[src/sv/imuda_pkg.sv]
package imuda_pkg;

    localparam int SLOTS    = 4;
    localparam int SLOT_W   = (SLOTS > 1) ? $clog2(SLOTS) : 1;
    localparam int CHANNELS = 7;
    localparam int AXES     = 6;
    localparam int QDEPTH   = 2;
    localparam int QPTR_W   = (QDEPTH > 1) ? $clog2(QDEPTH) : 1;
    localparam int QCNT_W   = $clog2(QDEPTH + 1);

    localparam logic [8:0] DECIM_RESET = 9'd8;

    typedef enum logic {
        OP_SAMPLE = 1'b0,
        OP_POP    = 1'b1
    } t_op;

    typedef struct packed {
        logic               action;
        logic signed [19:0] acc_x;
        logic signed [19:0] acc_y;
        logic signed [19:0] acc_z;
        logic signed [19:0] gyro_x;
        logic signed [19:0] gyro_y;
        logic signed [19:0] gyro_z;
        logic signed [15:0] temp_raw;
        logic               link_err;
        logic        [31:0] now_ms;
    } t_in_item;

    typedef struct packed {
        logic               slot_valid;
        logic signed [31:0] acc_x_total;
        logic signed [31:0] acc_y_total;
        logic signed [31:0] acc_z_total;
        logic signed [31:0] gyro_x_total;
        logic signed [31:0] gyro_y_total;
        logic signed [31:0] gyro_z_total;
        logic signed [31:0] temp_total;
        logic        [31:0] slot_time;
        logic               error_seen;
    } t_out_item;

    // Command passed from the front end to the back end through the queue.
    typedef struct packed {
        t_op                    op;
        logic [AXES-1:0][19:0]  axis;
        logic [15:0]            temp;
        logic                   link_err;
        logic [31:0]            now_ms;
    } t_cmd;

    typedef logic [CHANNELS-1:0][31:0] t_sums;

    typedef struct packed {
        t_sums       sums;
        logic [31:0] stamp;
    } t_slot_row;

    function automatic logic [SLOT_W-1:0] next_slot(input logic [SLOT_W-1:0] s);
        logic [SLOT_W-1:0] r;
        if (s == SLOT_W'(SLOTS - 1)) begin
            r = '0;
        end else begin
            r = s + 1'b1;
        end
        return r;
    endfunction

endpackage

[src/sv/imuda_front.sv]
module imuda_front
    import imuda_pkg::*;
(
    input  logic     i_clk,
    input  logic     i_rst_n,
    input  logic     i_valid,
    output logic     o_ready,
    input  t_in_item i_item,
    output logic     o_cmd_valid,
    input  logic     i_cmd_ready,
    output t_cmd     o_cmd
);

    logic r_valid;
    t_cmd r_cmd;
    t_cmd n_cmd;

    // Decode the item kind; a frame error on a pop carries no meaning.
    always_comb begin
        n_cmd.op       = i_item.action ? OP_POP : OP_SAMPLE;
        n_cmd.axis[0]  = i_item.acc_x;
        n_cmd.axis[1]  = i_item.acc_y;
        n_cmd.axis[2]  = i_item.acc_z;
        n_cmd.axis[3]  = i_item.gyro_x;
        n_cmd.axis[4]  = i_item.gyro_y;
        n_cmd.axis[5]  = i_item.gyro_z;
        n_cmd.temp     = i_item.temp_raw;
        n_cmd.link_err = i_item.link_err & ~i_item.action;
        n_cmd.now_ms   = i_item.now_ms;
    end

    assign o_ready     = ~r_valid | i_cmd_ready;
    assign o_cmd_valid = r_valid;
    assign o_cmd       = r_cmd;

    always_ff @(posedge i_clk) begin
        if (!i_rst_n) begin
            r_valid <= 1'b0;
        end else if (i_valid && o_ready) begin
            r_valid <= 1'b1;
        end else if (i_cmd_ready) begin
            r_valid <= 1'b0;
        end
    end

    always_ff @(posedge i_clk) begin
        if (i_valid && o_ready) begin
            r_cmd <= n_cmd;
        end
    end

endmodule

[src/sv/imuda_queue.sv]
module imuda_queue
    import imuda_pkg::*;
(
    input  logic i_clk,
    input  logic i_rst_n,
    input  logic i_push_valid,
    output logic o_push_ready,
    input  t_cmd i_push_cmd,
    output logic o_pop_valid,
    input  logic i_pop_ready,
    output t_cmd o_pop_cmd
);

    t_cmd              r_entry [QDEPTH];
    logic [QPTR_W-1:0] r_wr_ptr;
    logic [QPTR_W-1:0] r_rd_ptr;
    logic [QCNT_W-1:0] r_count;
    logic              push;
    logic              pop;

    assign o_push_ready = (r_count != QCNT_W'(QDEPTH));
    assign o_pop_valid  = (r_count != '0);
    assign o_pop_cmd    = r_entry[r_rd_ptr];
    assign push         = i_push_valid & o_push_ready;
    assign pop          = o_pop_valid & i_pop_ready;

    always_ff @(posedge i_clk) begin
        if (!i_rst_n) begin
            r_wr_ptr <= '0;
            r_rd_ptr <= '0;
            r_count  <= '0;
        end else begin
            if (push) begin
                r_wr_ptr <= (r_wr_ptr == QPTR_W'(QDEPTH - 1)) ? '0 : r_wr_ptr + 1'b1;
            end
            if (pop) begin
                r_rd_ptr <= (r_rd_ptr == QPTR_W'(QDEPTH - 1)) ? '0 : r_rd_ptr + 1'b1;
            end
            if (push && !pop) begin
                r_count <= r_count + 1'b1;
            end else if (pop && !push) begin
                r_count <= r_count - 1'b1;
            end
        end
    end

    always_ff @(posedge i_clk) begin
        if (push) begin
            r_entry[r_wr_ptr] <= i_push_cmd;
        end
    end

endmodule

[src/sv/imuda_back.sv]
module imuda_back
    import imuda_pkg::*;
(
    input  logic       i_clk,
    input  logic       i_rst_n,
    input  logic       i_cfg_we,
    input  logic [8:0] i_cfg_data,
    input  logic       i_cmd_valid,
    output logic       o_cmd_ready,
    input  t_cmd       i_cmd,
    output logic       o_valid,
    input  logic       i_ready,
    output t_out_item  o_result
);

    // Ring of completed slots; the slot being filled lives in r_acc.
    t_slot_row         r_ring [SLOTS];
    t_slot_row         r_rd_row;

    logic [8:0]        r_decim;
    t_sums             r_acc;
    logic [SLOT_W-1:0] r_wr_slot;
    logic [SLOT_W-1:0] r_rd_slot;
    logic [8:0]        r_count;
    logic              r_err;
    logic              r_out_valid;
    logic              r_out_slot_valid;
    logic              r_out_err;

    t_sums             n_acc;
    logic [SLOT_W-1:0] n_wr_slot;
    logic [SLOT_W-1:0] n_rd_slot;
    logic [8:0]        n_count;
    logic              n_err;
    logic              n_out_slot_valid;
    logic              n_out_err;

    t_sums             sum;
    logic [8:0]        count_inc;
    logic [SLOT_W-1:0] wr_next;
    logic              exec;
    logic              ring_we;
    logic              ring_re;

    assign o_cmd_ready = ~r_out_valid | i_ready;
    assign exec        = i_cmd_valid & o_cmd_ready;
    assign count_inc   = r_count + 1'b1;
    assign wr_next     = next_slot(r_wr_slot);

    always_comb begin
        for (int c = 0; c < AXES; c++) begin
            sum[c] = r_acc[c] + {{12{i_cmd.axis[c][19]}}, i_cmd.axis[c]};
        end
        sum[CHANNELS-1] = r_acc[CHANNELS-1] + {{16{i_cmd.temp[15]}}, i_cmd.temp};
    end

    always_comb begin
        n_acc            = r_acc;
        n_wr_slot        = r_wr_slot;
        n_rd_slot        = r_rd_slot;
        n_count          = r_count;
        n_err            = r_err;
        n_out_slot_valid = 1'b0;
        n_out_err        = r_err;
        ring_we          = 1'b0;
        ring_re          = 1'b0;
        case (i_cmd.op)
            OP_SAMPLE: begin
                n_acc     = sum;
                n_count   = count_inc;
                n_err     = r_err | i_cmd.link_err;
                n_out_err = n_err;
                if (count_inc >= r_decim) begin
                    n_count = '0;
                    if (wr_next != r_rd_slot) begin
                        ring_we   = 1'b1;
                        n_acc     = '0;
                        n_wr_slot = wr_next;
                    end
                end
            end
            OP_POP: begin
                n_err = 1'b0;
                if (r_wr_slot != r_rd_slot) begin
                    ring_re          = 1'b1;
                    n_out_slot_valid = 1'b1;
                    n_rd_slot        = next_slot(r_rd_slot);
                end
            end
            default: begin
                n_out_err = r_err;
            end
        endcase
    end

    always_ff @(posedge i_clk) begin
        if (!i_rst_n) begin
            r_decim          <= DECIM_RESET;
            r_acc            <= '0;
            r_wr_slot        <= '0;
            r_rd_slot        <= '0;
            r_count          <= '0;
            r_err            <= 1'b0;
            r_out_valid      <= 1'b0;
            r_out_slot_valid <= 1'b0;
            r_out_err        <= 1'b0;
        end else begin
            if (i_cfg_we) begin
                r_decim <= i_cfg_data;
            end
            if (exec) begin
                r_acc            <= n_acc;
                r_wr_slot        <= n_wr_slot;
                r_rd_slot        <= n_rd_slot;
                r_count          <= n_count;
                r_err            <= n_err;
                r_out_valid      <= 1'b1;
                r_out_slot_valid <= n_out_slot_valid;
                r_out_err        <= n_out_err;
            end else if (i_ready) begin
                r_out_valid <= 1'b0;
            end
        end
    end

    always_ff @(posedge i_clk) begin
        if (exec && ring_we) begin
            r_ring[r_wr_slot] <= '{sums: sum, stamp: i_cmd.now_ms};
        end
        if (exec && ring_re) begin
            r_rd_row <= r_ring[r_rd_slot];
        end
    end

    always_comb begin
        o_result.slot_valid   = r_out_slot_valid;
        o_result.acc_x_total  = r_out_slot_valid ? r_rd_row.sums[0] : '0;
        o_result.acc_y_total  = r_out_slot_valid ? r_rd_row.sums[1] : '0;
        o_result.acc_z_total  = r_out_slot_valid ? r_rd_row.sums[2] : '0;
        o_result.gyro_x_total = r_out_slot_valid ? r_rd_row.sums[3] : '0;
        o_result.gyro_y_total = r_out_slot_valid ? r_rd_row.sums[4] : '0;
        o_result.gyro_z_total = r_out_slot_valid ? r_rd_row.sums[5] : '0;
        o_result.temp_total   = r_out_slot_valid ? r_rd_row.sums[6] : '0;
        o_result.slot_time    = r_out_slot_valid ? r_rd_row.stamp : '0;
        o_result.error_seen   = r_out_err;
    end

    assign o_valid = r_out_valid;

endmodule

[src/sv/imu_decimating_accumulator_fifo.sv]
// Channel   Direction  Handshake            Payload
// input     in         i_valid / o_ready    i_item   (t_in_item)
// result    out        o_valid / i_ready    o_result (t_out_item)
// config    in         i_cfg_we             i_cfg_data (decimation ratio, 9 bits)
//
// One item is taken per cycle while o_ready is high, and each gives exactly one result,
// offered once it has passed the front register, the queue and the result register.
// The back end executes one command per cycle while its result is taken; a pop reads
// the ring through a registered read port, so items can follow each other with no gap.
// Reset is synchronous and active low and needs no clearing pass of the ring.
// A stalled result holds the back end; input is taken until four items are in flight.
module imu_decimating_accumulator_fifo
    import imuda_pkg::*;
(
    input  logic       i_clk,
    input  logic       i_rst_n,
    input  logic       i_cfg_we,
    input  logic [8:0] i_cfg_data,
    input  logic       i_valid,
    output logic       o_ready,
    input  t_in_item   i_item,
    output logic       o_valid,
    input  logic       i_ready,
    output t_out_item  o_result
);

    logic front_valid;
    logic front_ready;
    t_cmd front_cmd;
    logic back_valid;
    logic back_ready;
    t_cmd back_cmd;

    // The front end decodes each transfer into a sample or pop command and
    // registers it, so the input handshake never sees the result side.
    imuda_front u_front (
        .i_clk       (i_clk),
        .i_rst_n     (i_rst_n),
        .i_valid     (i_valid),
        .o_ready     (o_ready),
        .i_item      (i_item),
        .o_cmd_valid (front_valid),
        .i_cmd_ready (front_ready),
        .o_cmd       (front_cmd)
    );

    // A short command queue lets the two halves stall independently.
    imuda_queue u_queue (
        .i_clk        (i_clk),
        .i_rst_n      (i_rst_n),
        .i_push_valid (front_valid),
        .o_push_ready (front_ready),
        .i_push_cmd   (front_cmd),
        .o_pop_valid  (back_valid),
        .i_pop_ready  (back_ready),
        .o_pop_cmd    (back_cmd)
    );

    // The back end owns all slot state, the sticky error flag and the
    // decimation ratio, and drives the result register.
    imuda_back u_back (
        .i_clk       (i_clk),
        .i_rst_n     (i_rst_n),
        .i_cfg_we    (i_cfg_we),
        .i_cfg_data  (i_cfg_data),
        .i_cmd_valid (back_valid),
        .o_cmd_ready (back_ready),
        .i_cmd       (back_cmd),
        .o_valid     (o_valid),
        .i_ready     (i_ready),
        .o_result    (o_result)
    );

endmodule
[config.mk]
export PLATFORM = sky130hd
export DESIGN_NAME = imu_decimating_accumulator_fifo
export DESIGN_NICKNAME = d
export VERILOG_FILES = /design/src/sv/imuda_pkg.sv /design/src/sv/imuda_front.sv /design/src/sv/imuda_queue.sv /design/src/sv/imuda_back.sv /design/src/sv/imu_decimating_accumulator_fifo.sv
export SDC_FILE = /design/constraint.sdc
export NUM_CORES = 2
export LEC_CHECK = 0
export BUFFER_PORTS_ARGS = -buffer_cell sky130_fd_sc_hd__buf_2
export CAP_MARGIN = 20
export CORE_MARGIN = 5
export CORE_UTILIZATION = 59
export DETAILED_ROUTE_END_ITERATION = 8
export HOLD_SLACK_MARGIN = 0.15
export PLACE_DENSITY_LB_ADDON = 0.3
export SYNTH_ARGS = -nofsm -noshare
export SYNTH_HDL_FRONTEND = slang
export SYNTH_SLANG_ARGS = --single-unit
[constraint.sdc]
create_clock -name i_clk -period 44.7 [get_ports i_clk]
set_input_delay 13.41 -clock i_clk [delete_from_list [all_inputs] [get_ports i_clk]]
set_output_delay 13.41 -clock i_clk [all_outputs]
set_load 0.05 [all_outputs]
Word-level counts from Yosys, hierarchy flattened
Memories as Yosys holds them, arrays and structs flattened. A register that Yosys moved wholly into a read port is not among the register bits.
Index checks and enable logic that the tools add are counted.

word-level totals
  register bits = 425
  latch bits = 0
  memory bits (writable) = 1,364
  memory bits (read-only) = 0
  bits of input ports = 184
  logic and storage cells = 110
  memories kept = 2

memory list
  memory           words  width  rd ports  clocked after memory_dff  write ports  RTL line           text
  u_back.r_ring    4      256    1         1                         1            imuda_back.sv:17   t_slot_row r_ring [SLOTS];
  u_queue.r_entry  2      170    1         1                         1            imuda_queue.sv:14  t_cmd r_entry [QDEPTH];

cells by class
  add/subtract/negate cells = 14
  multipliers = 0
  div/mod/pow operators = 0
  order comparisons = 1
  eq/ne operators = 5
  shift-type cells = 0
  muxes and demuxes = 35
  bitwise operators = 10
  reduce and logical (&&, ||, !) cells = 14

operator list
  kind                                              number
  two-way mux 224 bit                               2
  two-way mux 32 bit                                8
  adder 32 bit                                      7
  two-way mux 1 bit                                 19
  adder 9 x 1 -> 9 bit, second input constant       1
  greater-or-equal comparator 9 bit                 1
  two-way mux 9 bit                                 1
  two-way mux 2 bit                                 4
  nonzero test 2 bit                                4
  adder 2 x 1 -> 2 bit, second input constant       3
  logical AND 1 bit                                 5
  equality test 2 bit, second input constant        2
  != test 2 bit                                     2
  NOT 1 bit                                         4
  AND reduction 4 bit                               1
  AND 1 bit                                         3
  OR 1 bit                                          3
  AND reduction 3 bit                               1
  adder 1 bit, second input constant                2
  zero test 1 bit                                   2
  != test 2 bit, second input constant              1
  one-hot mux 1 bit (2 select lines)                1
  AND reduction 2 bit                               1
  subtractor 2 x 1 -> 2 bit, second input constant  1

Depth between registers and ports, before layout
  depth after elaboration = 9
  depth in mapped cells = 17

Modules after synthesis
From an unflattened synthesis, not the netlist that was laid out.

second synthesis, totals
  cell total of the unflattened synthesis = 5,017
  area, all modules = 84,227.0 µm²

modules (own cells, without submodules)
  module       times used  cells an instance  area an instance (µm²)
  imuda_back   1           4,288              66,145.9
  imuda_queue  1           553                12,912.4
  imuda_front  1           176                5,168.7

Worst setup path after synthesis
OpenSTA, ideal clock, no wires.

  path kind = in2reg
  start point = input port i_ready
  end point = register u_back.r_rd_slot[0]
  arrival = 34,037 ps
  slack = 10,544 ps
  stages = 5
  path buffers = 0
  cell sequence = nor2b_1 -> o21bai_1 -> a211oi_1 -> mux2i_1 -> nor2b_1

on the way
  word-level cells in the longest chain between the ends = 3

ends and longest elaborated chain
  element                               RTL line                               text
  from (decl)                           imu_decimating_accumulator_fifo.sv:23  input logic i_ready,
  OR 1 bit                              imuda_back.sv:45                       assign o_cmd_ready = ~r_out_valid | i_ready;
  AND 1 bit                             imuda_back.sv:46                       assign exec = i_cmd_valid & o_cmd_ready;
  AND reduction 3 bit (no source line)  -
  to (signal assigned)                  imuda_back.sv:114                      r_rd_slot <= n_rd_slot;
  to (decl)                             imuda_back.sv:23                       logic [SLOT_W-1:0] r_rd_slot;

No other way between the ends.
A chain may end at the register's enable or synchronous reset.

==> impl_metrics.env <==
export IMPL_grt_start_max_net_pins=130
export IMPL_whs_ps=438
export IMPL_numCtsBuffers=197
export IMPL_drc=0
export IMPL_vdd_ir_drop_max_v=0.0000380
export IMPL_die_w_um=386
export IMPL_finalClockSkew_ps=45.6
export IMPL_critPathCaptureType="output port"
export IMPL_max_stage_delay_ps=770
export IMPL_critPathArrivalTime_ps=3590
export IMPL_rows=138
export IMPL_post_route_period_util_pct=38.0
export IMPL_finalMaxSlewViolations=0
export IMPL_cts_setup_buffers=0
export IMPL_powerDensity_nw_per_um2=57.3
export IMPL_cts_root_buf="clkbuf_16"
export IMPL_cts_tree="built"
export IMPL_grt_usage_pct=24.2
export IMPL_gp_congestion=0.872
export IMPL_hp_class="reg -> reg"
export IMPL_cpMaxStageDelayCell="dfxtp_4"
export IMPL_cp_required_ps=31290
export IMPL_drv_cap=0
export IMPL_hpwlAfterDp_um=115000
export IMPL_synth_edf_count=1790
export IMPL_critPathKind="reg -> out"
export IMPL_die_area_um2=149000
export IMPL_io_pin_count=444
export IMPL_antenna_found_initial=10
export IMPL_cts_num_sinks=2046
export IMPL_rsz0062_at_grt="false"
export IMPL_route_final_wire_length_um=183000
export IMPL_cts_buffer_depth=3
export IMPL_ctsHoldBuffers=0
export IMPL_final_util_pct=66.9
export IMPL_worst_skew_pair_late_latency_ps=830
export IMPL_core_area_um2=141000
export IMPL_final_common_cell="edfxtp_1"
export IMPL_final_cell_mix="edfxtp_1, buf_2, and2_1"
export IMPL_fin_crit_ps=17000
export IMPL_fmax_mhz=58.8
export IMPL_fp_dieH_um=386
export IMPL_grt_overflow=0
export IMPL_cts_max_level=4
export IMPL_tns_ps=0
export IMPL_yosysSeqAreaShare_pct=70.4
export IMPL_worst_path_buf_inv=3
export IMPL_via_per_inst=6.03
export IMPL_critPathTopFamily="buffers and inverters"
export IMPL_drive_gt1_share_pct=22.5
export IMPL_ys_async_sr_fraction_pct=0
export IMPL_syn_instance_count=5007
export IMPL_nets=5903
export IMPL_synth_nets=5431
export IMPL_post_cts_resized=0
export IMPL_clk_pin_slew_ps=60
export IMPL_start_util_pct=59.2
export IMPL_finalSetupViolations=0
export IMPL_power_leakage_nw=33.8
export IMPL_antenna_left=0
export IMPL_post_drt_wl_per_cell_um=24.2
export IMPL_synth_avg_cell_area_um2=16.7
export IMPL_worstSetupStartpointType="flip-flop"
export IMPL_slew_headroom_pct=21.4
export IMPL_grt_pass1_vias=45292
export IMPL_ys_types=81
export IMPL_ys_dominant_reg_cell="edfxtp_1"
export IMPL_vias=45552
export IMPL_crit_chain="buf_4 > buf_4 > and2_1 > buf_2"
export IMPL_crit_top_cell="buf_4"
export IMPL_syn_cell_area_um2=83600
export IMPL_ys_ff_latch=2046
export IMPL_worstPathMaxFanout=103
export IMPL_drtIter0Drc=4297
export IMPL_status="completed"
export IMPL_area_growth_synth_to_final_pct=13.0
export IMPL_finalHoldViolCount=0
export IMPL_grt_pass1_wl_um=277000
export IMPL_yosys_warnings=0
export IMPL_worst_slew_pin_slew_ps=1180
export IMPL_fillCellCount=9458
export IMPL_io_buffer_count=443
export IMPL_drt_first_pass_iters=6
## kinds of logic after synthesis
family          Yosys count  share of synthesized area (%)
compound gates          856                           7.18
xor+xnor                222                           2.33
fa+ha+maj               240                           3.65
buf+inv                 284                           1.30
flops                  2046                           70.4
mux                     444                           9.39
simple gates            915                           5.74
## path summary, 6_finish.rpt
path	startpoint	end	slack, ps	cells past startpoint
worst min-delay path	u_front.o_cmd[39]	u_queue.r_entry[0][39]	440	0
worst max register to register	flip-flop	u_back.r_ring[2][223]	38750	12
worst min register to register	u_front.o_cmd[39]	u_queue.r_entry[0][39]	440	0
worst max-delay path	u_back.r_out_slot_valid	o_result[187]	27700	4
## per-stage QoR
step	power [mW]	std cells	cell area, µm²	setup WS (ps)
after floorplan	3.41	5007	83600	10540
after global placement	3.71	7169	87900	27080
after detailed placement	3.76	7170	87900	27060
after CTS	5.42	7545	94500	27550
after global routing	5.65	7545	94500	27300
final	5.41	7548	94500	27700
## worst reg2reg max path, cell delays in order (launching register included)
cell	delay, ps
dfxtp_4	880
buf_4	780
buf_4	560
mux2_2	410
ha_1	340
nor2b_1	160
a311oi_1	110
o31ai_1	760
a21oi_1	320
o31ai_1	510
mux2i_1	320
nor2_1	110
xnor2_1	420
## layout make-up
| cell class | count | area [µm²] | share of cell area (%) |
|---|---|---|---|
| flip-flops and latches | 2046 | 58900 | 62.3 |
| multi-input cells | 2677 | 23700 | 25.1 |
| clock buffers | 272 | 5510 | 5.82 |
| repair buffers | 496 | 2690 | 2.84 |
| well taps | 1890 | 2360 | 2.50 |
| clock inverters | 103 | 1110 | 1.18 |
| inverters | 61 | 229 | 0.242 |
| diodes | 3 | 7.51 | 0.00794 |
## synthesized netlist by cell type, types with 103 or more instances
library cell,number,area [µm²]
edfxtp_1,1790,53800
and2_1,280,1750
dfxtp_1,256,5120
mux4_2,256,5770
ha_1,233,2920
nand2_1,222,833
a21oi_1,189,946
mux2_2,166,1870
clkbuf_1,156,586
xnor2_1,147,1290
nand3_1,126,631
a21o_1,114,856
a22o_1,103,902
## where the power goes
group | total [mW] | switching [mW] | internal, mW
clock network | 1.67 | 0.702 | 0.964
registers | 2.48 | 0.0624 | 2.42
logic | 1.27 | 0.833 | 0.434
## registers in the layout, indices dropped and copies added, names as in the netlist, named ones only
register                 cells
u_back.r_rd_slot             2
u_back.r_out_err             1
u_back.r_ring             1024
u_queue.r_rd_ptr             1
u_back.r_count               9
u_back.r_out_slot_valid      1
u_back.r_acc               224
u_back.o_valid               1
u_back.r_err                 1
u_back.r_decim               9
u_back.r_rd_row            256
u_front.o_cmd              170
u_queue.r_wr_ptr             1
u_queue.r_entry            340
u_queue.r_count              2
u_back.r_wr_slot             2
u_front.o_cmd_valid          1
## routing by layer
| metal | track usage, % | up-vias | wire [µm] |
|---|---|---|---|
| met5 | 0 | - | 0 |
| met4 | 7.26 | 0 | 5010 |
| met3 | 4.59 | 258 | 14600 |
| met2 | 37.8 | 1760 | 85600 |
| met1 | 35.2 | 23031 | 77600 |
| li1 | - | 20503 | - |
No activity file was read; power rests on OpenSTA's default activity.
